**src/hdl/pfe_pkg.sv**
```systemverilog
`timescale 1ns / 1ps

package pfe_pkg;

    localparam int PLACES       = 16;
    localparam int TRANSITIONS  = 16;
    localparam int PLACE_AW     = (PLACES > 1) ? $clog2(PLACES) : 1;
    localparam int WEIGHT_DEPTH = PLACES * TRANSITIONS;
    localparam int WEIGHT_AW    = (WEIGHT_DEPTH > 1) ? $clog2(WEIGHT_DEPTH) : 1;
    localparam int CNT_W        = $clog2(PLACES + 1);

    localparam int CMD_W    = 2;
    localparam int TIDX_W   = 4;
    localparam int PIDX_W   = 4;
    localparam int TOKEN_W  = 16;
    localparam int WEIGHT_W = 8;
    localparam int RND_W    = 7;
    localparam int ACT_W    = 7;

    localparam logic [ACT_W-1:0] ACT_RESET = 7'd50;

    typedef enum logic [CMD_W-1:0] {
        CMD_SET_MARKING = 2'd0,
        CMD_SET_INPUT   = 2'd1,
        CMD_SET_OUTPUT  = 2'd2,
        CMD_FIRE        = 2'd3
    } cmd_t;

endpackage

```
**src/hdl/pfe_if.sv**
```systemverilog
`timescale 1ns / 1ps

interface pfe_cmd_if;
    logic                        valid;
    logic                        ready;
    logic [pfe_pkg::CMD_W-1:0]   command;
    logic [pfe_pkg::TIDX_W-1:0]  transition_index;
    logic [pfe_pkg::PIDX_W-1:0]  place_index;
    logic [pfe_pkg::TOKEN_W-1:0] load_value;
    logic [pfe_pkg::RND_W-1:0]   random_value;

    modport source (
        output valid, command, transition_index, place_index, load_value, random_value,
        input  ready
    );
    modport sink (
        input  valid, command, transition_index, place_index, load_value, random_value,
        output ready
    );
endinterface

interface pfe_res_if;
    logic valid;
    logic ready;
    logic enabled;
    logic fired;
    logic saturated;

    modport source (
        output valid, enabled, fired, saturated,
        input  ready
    );
    modport sink (
        input  valid, enabled, fired, saturated,
        output ready
    );
endinterface

```
**src/hdl/pfe_ram.sv**
```systemverilog
`timescale 1ns / 1ps

module pfe_ram #(
    parameter int WIDTH = 8,
    parameter int DEPTH = 16
) (
    input  logic                                     clk,
    input  logic                                     we,
    input  logic [((DEPTH > 1) ? $clog2(DEPTH) : 1)-1:0] waddr,
    input  logic [WIDTH-1:0]                         wdata,
    input  logic [((DEPTH > 1) ? $clog2(DEPTH) : 1)-1:0] raddr,
    output logic [WIDTH-1:0]                         rdata
);

    logic [WIDTH-1:0] mem [DEPTH];
    logic [WIDTH-1:0] rdata_reg;

    always_ff @(posedge clk)
    begin
        if (we)
        begin
            mem[waddr] <= wdata;
        end
        rdata_reg <= mem[raddr];
    end

    assign rdata = rdata_reg;

endmodule

```
**src/hdl/petri_net_firing_engine.sv**
```systemverilog
`timescale 1ns / 1ps
// A load word's result word is valid in the cycle after the load is accepted; loads run
// one a cycle while the result side takes each result word. A fire word with a valid
// transition index checks enabling in one pass over the places and, when it fires,
// updates the marking in a second read-modify-write pass. After reset a clearing pass
// over all WEIGHT_DEPTH weight addresses writes zero to every token count and weight;
// no word is accepted until it ends.

module petri_net_firing_engine (
    input  logic                      clk,
    input  logic                      rst_n,
    input  logic                      cfg_we,
    input  logic [pfe_pkg::ACT_W-1:0] cfg_wdata,
    pfe_cmd_if.sink                   cmd,
    pfe_res_if.source                 res
);

    typedef enum logic [1:0] {
        ST_CLEAR,
        ST_IDLE,
        ST_CHECK,
        ST_UPDATE
    } state_t;

    state_t                            state_reg, state_next;
    logic [pfe_pkg::CNT_W-1:0]         cnt_reg, cnt_next;
    logic [pfe_pkg::WEIGHT_AW-1:0]     clr_reg, clr_next;
    logic [pfe_pkg::TIDX_W-1:0]        t_reg, t_next;
    logic [pfe_pkg::RND_W-1:0]         rnd_reg, rnd_next;
    logic                              en_reg, en_next;
    logic                              sat_reg, sat_next;
    logic [pfe_pkg::ACT_W-1:0]         act_reg, act_next;
    logic                              res_valid_reg, res_valid_next;
    logic                              res_en_reg, res_en_next;
    logic                              res_fired_reg, res_fired_next;
    logic                              res_sat_reg, res_sat_next;

    logic                              tok_we;
    logic [pfe_pkg::PLACE_AW-1:0]      tok_waddr;
    logic [pfe_pkg::TOKEN_W-1:0]       tok_wdata;
    logic [pfe_pkg::TOKEN_W-1:0]       tok_rdata;
    logic                              in_we;
    logic                              out_we;
    logic [pfe_pkg::WEIGHT_AW-1:0]     w_waddr;
    logic [pfe_pkg::WEIGHT_W-1:0]      w_wdata;
    logic [pfe_pkg::WEIGHT_W-1:0]      in_rdata;
    logic [pfe_pkg::WEIGHT_W-1:0]      out_rdata;

    logic                              accept;
    logic                              t_ok;
    logic                              p_ok;
    logic [pfe_pkg::PLACE_AW-1:0]      ld_p;
    logic [pfe_pkg::WEIGHT_AW-1:0]     ld_waddr;
    logic [pfe_pkg::PLACE_AW-1:0]      rd_p;
    logic [pfe_pkg::PLACE_AW-1:0]      prev_p;
    logic [pfe_pkg::WEIGHT_AW-1:0]     w_raddr;
    logic [pfe_pkg::TOKEN_W:0]         upd_sum;
    logic                              upd_sat;
    logic                              short_now;
    logic                              en_now;
    logic                              fire_ok;
    logic                              have_data;
    logic                              last;
    logic                              clr_tok;
    logic                              clr_last;

    pfe_ram #(.WIDTH(pfe_pkg::TOKEN_W), .DEPTH(pfe_pkg::PLACES)) u_tok_ram (
        .clk   (clk),
        .we    (tok_we),
        .waddr (tok_waddr),
        .wdata (tok_wdata),
        .raddr (rd_p),
        .rdata (tok_rdata)
    );

    pfe_ram #(.WIDTH(pfe_pkg::WEIGHT_W), .DEPTH(pfe_pkg::WEIGHT_DEPTH)) u_in_ram (
        .clk   (clk),
        .we    (in_we),
        .waddr (w_waddr),
        .wdata (w_wdata),
        .raddr (w_raddr),
        .rdata (in_rdata)
    );

    pfe_ram #(.WIDTH(pfe_pkg::WEIGHT_W), .DEPTH(pfe_pkg::WEIGHT_DEPTH)) u_out_ram (
        .clk   (clk),
        .we    (out_we),
        .waddr (w_waddr),
        .wdata (w_wdata),
        .raddr (w_raddr),
        .rdata (out_rdata)
    );

    assign cmd.ready     = (state_reg == ST_IDLE) && (!res_valid_reg || res.ready);
    assign accept        = cmd.valid && cmd.ready;
    assign res.valid     = res_valid_reg;
    assign res.enabled   = res_en_reg;
    assign res.fired     = res_fired_reg;
    assign res.saturated = res_sat_reg;

    assign t_ok     = 32'(cmd.transition_index) < 32'(pfe_pkg::TRANSITIONS);
    assign p_ok     = 32'(cmd.place_index) < 32'(pfe_pkg::PLACES);
    assign ld_p     = pfe_pkg::PLACE_AW'(cmd.place_index);
    assign ld_waddr = pfe_pkg::WEIGHT_AW'(int'(cmd.transition_index) * pfe_pkg::PLACES
                                          + int'(cmd.place_index));

    assign rd_p    = pfe_pkg::PLACE_AW'(cnt_reg);
    assign prev_p  = pfe_pkg::PLACE_AW'(cnt_reg - pfe_pkg::CNT_W'(1));
    assign w_raddr = pfe_pkg::WEIGHT_AW'(int'(t_reg) * pfe_pkg::PLACES + int'(rd_p));

    assign clr_tok  = 32'(clr_reg) < 32'(pfe_pkg::PLACES);
    assign clr_last = clr_reg == pfe_pkg::WEIGHT_AW'(pfe_pkg::WEIGHT_DEPTH - 1);

    assign upd_sum = {1'b0, tok_rdata} - (pfe_pkg::TOKEN_W + 1)'(in_rdata)
                     + (pfe_pkg::TOKEN_W + 1)'(out_rdata);
    assign upd_sat = upd_sum[pfe_pkg::TOKEN_W];

    assign have_data = cnt_reg != '0;
    assign last      = cnt_reg == pfe_pkg::CNT_W'(pfe_pkg::PLACES);
    assign short_now = have_data && (tok_rdata < pfe_pkg::TOKEN_W'(in_rdata));
    assign en_now    = en_reg && !short_now;
    assign fire_ok   = ({1'b0, rnd_reg} + (pfe_pkg::RND_W + 1)'(1))
                       < (pfe_pkg::RND_W + 1)'(act_reg);

    always_comb
    begin
        state_next     = state_reg;
        cnt_next       = cnt_reg;
        clr_next       = clr_reg;
        t_next         = t_reg;
        rnd_next       = rnd_reg;
        en_next        = en_reg;
        sat_next       = sat_reg;
        act_next       = cfg_we ? cfg_wdata : act_reg;
        res_valid_next = res_valid_reg && !res.ready;
        res_en_next    = res_en_reg;
        res_fired_next = res_fired_reg;
        res_sat_next   = res_sat_reg;
        tok_we         = 1'b0;
        tok_waddr      = ld_p;
        tok_wdata      = cmd.load_value;
        in_we          = 1'b0;
        out_we         = 1'b0;
        w_waddr        = ld_waddr;
        w_wdata        = cmd.load_value[pfe_pkg::WEIGHT_W-1:0];

        case (state_reg)
            ST_CLEAR:
            begin
                tok_we    = clr_tok;
                tok_waddr = pfe_pkg::PLACE_AW'(clr_reg);
                tok_wdata = '0;
                in_we     = 1'b1;
                out_we    = 1'b1;
                w_waddr   = clr_reg;
                w_wdata   = '0;
                clr_next  = clr_reg + pfe_pkg::WEIGHT_AW'(1);
                if (clr_last)
                begin
                    state_next = ST_IDLE;
                end
            end
            ST_IDLE:
            begin
                if (accept)
                begin
                    res_en_next    = 1'b0;
                    res_fired_next = 1'b0;
                    res_sat_next   = 1'b0;
                    case (pfe_pkg::cmd_t'(cmd.command))
                        pfe_pkg::CMD_SET_MARKING:
                        begin
                            res_valid_next = 1'b1;
                            if (p_ok)
                            begin
                                tok_we = 1'b1;
                            end
                        end
                        pfe_pkg::CMD_SET_INPUT:
                        begin
                            res_valid_next = 1'b1;
                            if (t_ok && p_ok)
                            begin
                                in_we = 1'b1;
                            end
                        end
                        pfe_pkg::CMD_SET_OUTPUT:
                        begin
                            res_valid_next = 1'b1;
                            if (t_ok && p_ok)
                            begin
                                out_we = 1'b1;
                            end
                        end
                        default:
                        begin
                            if (t_ok)
                            begin
                                t_next     = cmd.transition_index;
                                rnd_next   = cmd.random_value;
                                cnt_next   = '0;
                                en_next    = 1'b1;
                                state_next = ST_CHECK;
                            end
                            else
                            begin
                                res_valid_next = 1'b1;
                            end
                        end
                    endcase
                end
            end
            ST_CHECK:
            begin
                en_next = en_now;
                if (last)
                begin
                    if (en_now && fire_ok)
                    begin
                        cnt_next   = '0;
                        sat_next   = 1'b0;
                        state_next = ST_UPDATE;
                    end
                    else
                    begin
                        res_valid_next = 1'b1;
                        res_en_next    = en_now;
                        res_fired_next = 1'b0;
                        res_sat_next   = 1'b0;
                        state_next     = ST_IDLE;
                    end
                end
                else
                begin
                    cnt_next = cnt_reg + pfe_pkg::CNT_W'(1);
                end
            end
            ST_UPDATE:
            begin
                if (have_data)
                begin
                    tok_we    = 1'b1;
                    tok_waddr = prev_p;
                    tok_wdata = upd_sat ? '1 : upd_sum[pfe_pkg::TOKEN_W-1:0];
                    sat_next  = sat_reg || upd_sat;
                end
                if (last)
                begin
                    res_valid_next = 1'b1;
                    res_en_next    = 1'b1;
                    res_fired_next = 1'b1;
                    res_sat_next   = sat_reg || (have_data && upd_sat);
                    state_next     = ST_IDLE;
                end
                else
                begin
                    cnt_next = cnt_reg + pfe_pkg::CNT_W'(1);
                end
            end
            default:
            begin
                state_next = ST_IDLE;
            end
        endcase
    end

    always_ff @(posedge clk or negedge rst_n)
    begin
        if (!rst_n)
        begin
            state_reg     <= ST_CLEAR;
            cnt_reg       <= '0;
            clr_reg       <= '0;
            t_reg         <= '0;
            rnd_reg       <= '0;
            en_reg        <= 1'b0;
            sat_reg       <= 1'b0;
            act_reg       <= pfe_pkg::ACT_RESET;
            res_valid_reg <= 1'b0;
            res_en_reg    <= 1'b0;
            res_fired_reg <= 1'b0;
            res_sat_reg   <= 1'b0;
        end
        else
        begin
            state_reg     <= state_next;
            cnt_reg       <= cnt_next;
            clr_reg       <= clr_next;
            t_reg         <= t_next;
            rnd_reg       <= rnd_next;
            en_reg        <= en_next;
            sat_reg       <= sat_next;
            act_reg       <= act_next;
            res_valid_reg <= res_valid_next;
            res_en_reg    <= res_en_next;
            res_fired_reg <= res_fired_next;
            res_sat_reg   <= res_sat_next;
        end
    end

endmodule

```
**src/flat_wrapper.sv**
```systemverilog
// flat-port wrapper written by rule: the top's interface ports become plain ports
module petri_net_firing_engine_flat 
  (clk, rst_n, cfg_we, cfg_wdata, cmd_valid, cmd_command, cmd_transition_index, cmd_place_index, cmd_load_value, cmd_random_value, cmd_ready, res_valid, res_enabled, res_fired, res_saturated, res_ready);
  pfe_cmd_if cmd_i ();
  pfe_res_if res_i ();
  input  logic clk;
  input  logic rst_n;
  input  logic cfg_we;
  input  logic [pfe_pkg::ACT_W-1:0] cfg_wdata;
  input wire logic [$bits(cmd_i.valid)-1:0] cmd_valid;
  input wire logic [$bits(cmd_i.command)-1:0] cmd_command;
  input wire logic [$bits(cmd_i.transition_index)-1:0] cmd_transition_index;
  input wire logic [$bits(cmd_i.place_index)-1:0] cmd_place_index;
  input wire logic [$bits(cmd_i.load_value)-1:0] cmd_load_value;
  input wire logic [$bits(cmd_i.random_value)-1:0] cmd_random_value;
  output wire logic [$bits(cmd_i.ready)-1:0] cmd_ready;
  output wire logic [$bits(res_i.valid)-1:0] res_valid;
  output wire logic [$bits(res_i.enabled)-1:0] res_enabled;
  output wire logic [$bits(res_i.fired)-1:0] res_fired;
  output wire logic [$bits(res_i.saturated)-1:0] res_saturated;
  input wire logic [$bits(res_i.ready)-1:0] res_ready;
  assign cmd_i.valid = cmd_valid;
  assign cmd_i.command = cmd_command;
  assign cmd_i.transition_index = cmd_transition_index;
  assign cmd_i.place_index = cmd_place_index;
  assign cmd_i.load_value = cmd_load_value;
  assign cmd_i.random_value = cmd_random_value;
  assign cmd_ready = cmd_i.ready;
  assign res_valid = res_i.valid;
  assign res_enabled = res_i.enabled;
  assign res_fired = res_i.fired;
  assign res_saturated = res_i.saturated;
  assign res_i.ready = res_ready;
  petri_net_firing_engine u_core (.clk(clk), .rst_n(rst_n), .cfg_we(cfg_we), .cfg_wdata(cfg_wdata), .cmd(cmd_i), .res(res_i));
endmodule
```
**config.mk**
```make
export PLATFORM = sky130hd
export DESIGN_NAME = petri_net_firing_engine_flat
export DESIGN_NICKNAME = d
export VERILOG_FILES = /design/src/hdl/pfe_pkg.sv /design/src/hdl/pfe_if.sv /design/src/hdl/pfe_ram.sv /design/src/hdl/petri_net_firing_engine.sv /design/src/flat_wrapper.sv
export SDC_FILE = /design/constraint.sdc
export NUM_CORES = 2
export LEC_CHECK = 0
export BUFFER_PORTS_ARGS = -buffer_cell sky130_fd_sc_hd__buf_2
export CORE_ASPECT_RATIO = 1.2
export CORE_MARGIN = 4
export CORE_UTILIZATION = 50
export CTS_CLUSTER_DIAMETER = 30
export DETAILED_ROUTE_END_ITERATION = 10
export HOLD_SLACK_MARGIN = 0.08
export PLACE_DENSITY_LB_ADDON = 0.15
export REMOVE_ABC_BUFFERS = 1
export SYNTH_ARGS = -nofsm -noshare
export SYNTH_HDL_FRONTEND = slang
export SYNTH_MEMORY_MAX_BITS = 65536
export SYNTH_SLANG_ARGS = --single-unit
```
**constraint.sdc**
```tcl
create_clock -name clk -period 20.8 [get_ports clk]
set_input_delay 1.04 -clock clk [delete_from_list [all_inputs] [get_ports clk]]
set_output_delay 1.04 -clock clk [all_outputs]
set_load 0.01 [all_outputs]
```
; Yosys cells after proc, flatten, opt, wreduce, memory -nomap -nowiden
; Memory sizes are Yosys's and may differ from the RTL's. A register that Yosys moved wholly into a read port is not among the register bits.
; Cells that the tools add are included.
[classes]
bitwise_logic = 1
muxes = 59
mul = 0
n_addsub = 8
n_div = 0
shift = 0
magnitude_cmp = 3
n_eq_ne = 17
n_reduce_logical = 26
[ops]
columns = operator, count
row1 = $mux 16, 2
row2 = $pmux 16 s2, 1
row3 = $mux 1, 30
row4 = $mux 5, 5
row5 = $add 17x8->17, 1
row6 = $sub 16x8->17, 1
row7 = $add 8x4->8, 2
row8 = $lt 16x8->1, 1
row9 = $mux 8, 2
row10 = $pmux 1 s3, 5
row11 = $pmux 5 s3, 1
row12 = $reduce_and 5->1, 3
row13 = $mux 2, 6
row14 = $ne 2x1->1 const B, 6
row15 = $add 7x1->8 const B, 1
row16 = $add 8x1->8 const B, 1
row17 = $eq 8x8->1 const B, 1
row18 = $lt 8x5->1 const B, 1
row19 = $lt 8x7->1, 1
row20 = $pmux 1 s2, 4
row21 = $pmux 2 s4, 1
row22 = $pmux 4 s2, 1
row23 = $logic_and 1x1->1, 7
row24 = $eq 2x2->1 const B, 3
row25 = 17 further kinds, 27
[word_totals]
latchBits = 0
ram_bits = 4352
mem_bits_ro = 0
ff_bits = 39
elab_cells = 129
mem_count = 3
[memory_table]
columns = name, words, word_bits, read_ports, rd_clocked_by_memory_dff, write_ports, line_no
row1 = u_core.u_in_ram.mem, 256, 8, 1, 1, 1, pfe_ram.sv:15  ; logic [WIDTH-1:0] mem [DEPTH];
row2 = u_core.u_out_ram.mem, 256, 8, 1, 1, 1, pfe_ram.sv:15
row3 = u_core.u_tok_ram.mem, 16, 16, 1, 1, 1, pfe_ram.sv:15

; Logic depth before layout (Yosys ltp)
[logic_depth]
ltp_word = 8
depth_mapped = 18
mapped_depth_nobuf = 14

; Cells and area by module
; From an unflattened synthesis, not the netlist that was laid out.
[hier_totals]
cells_unflattened = 8395
hier_area_um2 = 173207.4
[by_module_without_submodules]
columns = module, cells_each, instances, area_per_inst_um2, seq_area_each_um2
row1 = pfe_ram at u_core.u_in_ram ..., 3733, 2, 79556.3, 61659.1
row2 = pfe_ram at u_core.u_tok_ram, 432, 1, 10043.4, 8007.7
row3 = petri_net_firing_engine, 497, 1, 4051.4, 979.7

; Worst setup path before layout
; No wires, ideal clock.
[synth_path]
path_type = flip-flop to flip-flop
start = register u_core.state_reg[0]
end = memory u_core.u_in_ram.mem[0][0] (data pin)
period_less_slack_ns = 16.286
setup_slack_ns = 4.514
path_buffers = 3
setup_ns = 2.689
path_stages_with_launch = 7
arrival_time_ns = 13.597
path_cell_list = dfrtp_1 > inv_1 > ha_1 > buf_2 > buf_1 > clkbuf_1 > nor2b_1
[synth_between]
elab_chain_cells = 2
[synth_lines]
columns = item, line_no
row1 = "start, declared", petri_net_firing_engine.sv:25  ; state_t state_reg, state_next;
row2 = "start signal, assigned", petri_net_firing_engine.sv:286  ; state_reg <= state_next;
row3 = $logic_not 2->1, petri_net_firing_engine.sv:147  ; case (state_reg)
row4 = $mux 8, petri_net_firing_engine.sv:147
row5 = net u_core.u_in_ram.wdata[0], pfe_ram.sv:10  ; input logic [WIDTH-1:0] wdata,
row6 = "end, declared", pfe_ram.sv:15
; The timed path passes the listed nets, and every way through them passes these cells.

; Worst setup path in the final report
[layout_path]
start = register u_core.cnt_reg[0] (netlist name)
end = register u_core.u_in_ram.rdata_reg[1] (netlist: u_core.u_in_ram.rdata[1]) (read register of u_core.u_in_ram.mem)
[layout_between]
elab_chain_cells = 1
[layout_lines]
columns = item, line_no
row1 = "start, declared", petri_net_firing_engine.sv:26  ; logic [pfe_pkg::CNT_W-1:0] cnt_reg, cnt_next;
row2 = "start signal, assigned", petri_net_firing_engine.sv:287  ; cnt_reg <= cnt_next;
row3 = $add 8x4->8, petri_net_firing_engine.sv:109  ; assign w_raddr = pfe_pkg::WEIGHT_AW'(int'(t_reg) * pfe_pkg::PLACES + int'(rd_p));
row4 = "end, declared", pfe_ram.sv:16  ; logic [WIDTH-1:0] rdata_reg;
; No other way between the ends.
; A chain may end at the register's enable or synchronous reset.

==> metrics.log <==
INFO  metric holdBufCountCts = 0
INFO  metric synth_top_family_by_area = multiplexers
INFO  metric dieWidth = 548 µm
INFO  metric synth_fa_ha_area_frac = 0.00428
INFO  metric post-dp-hpwl = just under 300 mm
INFO  metric hold_violations = 0
INFO  metric ys_top_cells_by_count = sky130_fd_sc_hd__edfxtp_1, sky130_fd_sc_hd__mux2i_1, sky130_fd_sc_hd__mux4_2, sky130_fd_sc_hd__nor2_1, sky130_fd_sc_hd__nand2_1
INFO  metric critical_path.max_stage_delay = around 1100 ps
INFO  metric drt-total-wl = just over 500 mm
INFO  metric tritoncts = yes
INFO  metric seq_area_frac_synth = 0.756
INFO  metric highest_attainable_clock_frequency = roughly 160 MHz
INFO  metric synth_compound_area_frac = 0.0454
INFO  metric input_output_buffers = a little under 50
INFO  metric worst_setup_path_startpoint = u_core.cnt_reg[0]$_DFFE_PN0P_
INFO  metric vdd.ir_drop.worst = 88.9 µV
INFO  metric die_height = between 600 and 700 µm
INFO  metric grt_remaining_overflow = 0
INFO  metric syn_avg_cell_area = just under 20 µm²
INFO  metric clk_latency = 1070 ps
INFO  metric antenna_found_initial = 39
INFO  metric reg.largest.list = u_core.u_in_ram.mem: 2048 flops, u_core.u_out_ram.mem: 2048 flops, u_core.u_tok_ram.mem: 256 flops
INFO  metric finalCriticalPeriod = 6170 ps
INFO  metric fp.coreArea = ~350,000 µm²
INFO  metric run_status = finished, violations left
INFO  metric drive_gt1_frac = 0.226
INFO  metric worstMarginPinSlew = around 1500 ps
INFO  metric power-per-cell-area = 105 nW/µm²
INFO  metric yosys_warnings = 0
INFO  metric setup-tns-final = 0 ps
INFO  metric avgRoutedWirePerCell = between 30 and 40 µm
INFO  metric postSynthRegisterBits = between 4,000 and 5,000
INFO  metric grt_pass1_vias = 93,334
INFO  metric cp_endpoint_kind = flip-flop
INFO  metric number_of_nets_with_antenna_violations_after_routing = 0
INFO  metric overall_routing_resource_usage = 0.280
INFO  metric pre_cts_slack = ~15,000 ps
INFO  metric number_of_flops_mapped_to_enable_cells_by_yosys = around 4,400
INFO  metric power_total = ~21,000 µW
INFO  metric grt_start_max_net_pins = ~210
INFO  metric ys.flop_type = sky130_fd_sc_hd__edfxtp_1
INFO  metric cts_num_sinks = between 4,000 and 5,000
INFO  metric critPathLaunchType = flip-flop
INFO  metric path_clk_slew = around 60 ps
INFO  metric post-synth-top-area-fraction = 0.747
INFO  metric required_worst_endpoint = around 22,000 ps
INFO  metric synth_xor_area_frac = 0.00130
INFO  metric lkg_pwr = just under 0.07 µW
INFO  metric drc = 1
INFO  metric viasPerCell = about 6.5
INFO  metric cts_htree_levels = 6
INFO  metric fin_crit_sh = 0.297
INFO  metric synth_async_reset_ratio = 0.00882
INFO  metric reg2reg_from = u_core.cnt_reg[0]$_DFFE_PN0P_
INFO  metric crit_path_max_fanout = 101
INFO  metric clk_root_buffer_cell = sky130_fd_sc_hd__clkbuf_16
INFO  metric clock_skew = a little under 60 ps
INFO  metric die_ar = roughly 360,000 µm²
INFO  metric basic_gate_share_of_the_synthesized_area_counting_and_or_nand_and_nor_cells = 0.0278
INFO  metric cts_inserted_buffers = ~680
INFO  metric final_net_count = 9,437
INFO  metric rsz0062_at_grt = false
INFO  metric number_of_different_library_cells_in_the_post_synthesis_netlist = slightly below 90
INFO  metric clock_path_buffers = 4
INFO  metric timing.max_cap.violations = 1
INFO  metric drt_first_pass_iters = 9
INFO  metric vias = 94,225
INFO  metric top_cells_by_area_synth = sky130_fd_sc_hd__edfxtp_1, sky130_fd_sc_hd__mux4_2, sky130_fd_sc_hd__mux2i_1
INFO  metric netlist.top_cell.by_area = sky130_fd_sc_hd__edfxtp_1
INFO  metric hold_path_class = in2async
INFO  metric layout.filler_cells = ~25,000
INFO  metric worst_slack = ~15,000 ps
INFO  metric timing.final.max_slew_violations = 1
INFO  metric ios = 50
INFO  metric placement_rows = 237
INFO  metric post-cts-setup-buffer-count = 0
INFO  metric cts_resized = 0
INFO  metric gp_routability_congestion = 0.849
INFO  metric timing.critical_path.mode_cell = sky130_fd_sc_hd__buf_4
INFO  metric postSynthCellCount = just under 9,000
INFO  metric grt_first_pass_wirelength = 719 mm
INFO  metric worst_slew_margin_relative_to_its_limit = -0.0140
INFO  metric syn_area = 175,000 µm²
INFO  metric finalSetupViolations = 0
INFO  metric critical_path.cell_chain = buf_12 > buf_4 > buf_12 > buf_4 > mux4_2 > o22ai_1 > nor3_1 > nor4_1 > buf_4 > nor4_1
INFO  metric cp_data_arrival_time = about 7000 ps
INFO  metric timing_worst_setup_path_type = reg2reg
INFO  metric yosys.cell_count.top_type = sky130_fd_sc_hd__edfxtp_1
INFO  metric yosys-mux-area-fraction = 0.141
INFO  metric initial_drc_count = approximately 12,000
INFO  metric hold_slack = about 160 ps
INFO  metric area_delta_synth_final = 16.1%
INFO  metric initial_utilization = 0.503
INFO  metric cpMaxStageDelayCell = sky130_fd_sc_hd__dfrtp_4
INFO  metric failed_checks = design-rule violations, max-capacitance violations, max-slew violations
-- layout make-up --
| class | instances | area, µm² | area share |
|---|---|---|---|
| Antenna cell | 19 | 47.5 | 0.000234 |
| Multi-Input combinational cell | 3889 | 38900 | 0.192 |
| Tap cell | 4660 | 5830 | 0.0287 |
| Timing Repair Buffer | 263 | 2110 | 0.0104 |
| Clock buffer | 749 | 17400 | 0.0858 |
| Clock inverter | 512 | 6190 | 0.0305 |
| Inverter | 82 | 323 | 0.00159 |
| Sequential cell | 4423 | 132000 | 0.651 |
-- routing by layer --
layer,up-vias,global-route usage,part of all wire
met1,49820,0.383,0.38
met2,5432,0.443,0.48
li1,37930,-,-
met4,8,0.114,0.044
met3,1035,0.0605,0.098
met5,-,0,0.00011
-- metrics by stage --
| step | std cells | util | instance area [µm²] |
|---|---|---|---|
| after floorplan | 8394 | - | 171000 |
| after global placement | 13317 | 0.516 | 180000 |
| after detailed placement | 13317 | 0.516 | 180000 |
| after CTS | 14578 | 0.584 | 203000 |
| after global routing | 14580 | 0.584 | 203000 |
| final | 14597 | 0.584 | 203000 |
-- worst max-delay path: cells and delay by family, from the launching register on --
family | cells | cell delay (ps)
simple gates | 3 | 870
compound gates | 1 | 180
buf+inv | 5 | 2870
mux | 1 | 590
flops | 1 | 1080
-- path summary, 6_finish.rpt --
| kind | depth (start not counted) | to | slack, ps |
|---|---|---|---|
| worst min register to register | 1 | u_core.sat_reg$_DFFE_PN0P_ | 500 |
| max in group asynchronous | 1 | u_core.cnt_reg[3]$_DFFE_PN0P_ | 19910 |
| worst min-delay path | 1 | u_core.rnd_reg[1]$_DFFE_PN0P_ | 160 |
| worst max register to register | 10 | u_core.u_in_ram.rdata[1]$_DFF_P_ | 14630 |
| min in group clk | 3 | u_core.act_reg[3]$_DFFE_PN0P_ | 220 |
| worst max-delay path | 10 | u_core.u_in_ram.rdata[1]$_DFF_P_ | 14630 |
-- power breakdown --
| part | internal, µW | switching, µW | leakage, µW | total [µW] |
|---|---|---|---|---|
| registers | 9650 | 0.359 | 0.0387 | 9650 |
| logic | 5.02 | 9.02 | 0.0184 | 14.1 |
| clock network | 7310 | 4290 | 0.0114 | 11600 |
-- placed cells by master (no fill, tap or decap), types with 60 or more instances in the layout --
| cell type | instances |
|---|---|
| sky130_fd_sc_hd__bufinv_16 | 94 |
| sky130_fd_sc_hd__clkinvlp_4 | 69 |
| sky130_fd_sc_hd__nand3_1 | 96 |
| sky130_fd_sc_hd__edfxtp_1 | 4352 |
| sky130_fd_sc_hd__buf_4 | 193 |
| sky130_fd_sc_hd__o22ai_1 | 171 |
| sky130_fd_sc_hd__clkinv_2 | 94 |
| sky130_fd_sc_hd__o21ai_0 | 148 |
| sky130_fd_sc_hd__inv_1 | 79 |
| sky130_fd_sc_hd__a21oi_1 | 207 |
| sky130_fd_sc_hd__nor2_1 | 610 |
| sky130_fd_sc_hd__mux2i_1 | 758 |
| sky130_fd_sc_hd__clkinv_4 | 69 |
| sky130_fd_sc_hd__o221ai_1 | 194 |
| sky130_fd_sc_hd__clkinv_1 | 71 |
| sky130_fd_sc_hd__clkbuf_1 | 60 |
| sky130_fd_sc_hd__inv_6 | 68 |
| sky130_fd_sc_hd__a22oi_1 | 116 |
| sky130_fd_sc_hd__nand2_1 | 202 |
| sky130_fd_sc_hd__clkbuf_16 | 686 |
| sky130_fd_sc_hd__mux4_2 | 714 |
-- cells by family after synthesis --
group                      count (synthesis)
AOI/OAI and AO/OA                       1147
xor gates and xnor gates                  26
adders and majority gates                 55
buffers and inverters                    621
DFF                                     4423
muxes                                   1519
and+or+nand+nor                         1142
Note: power is estimated with default switching activity, not from simulation.
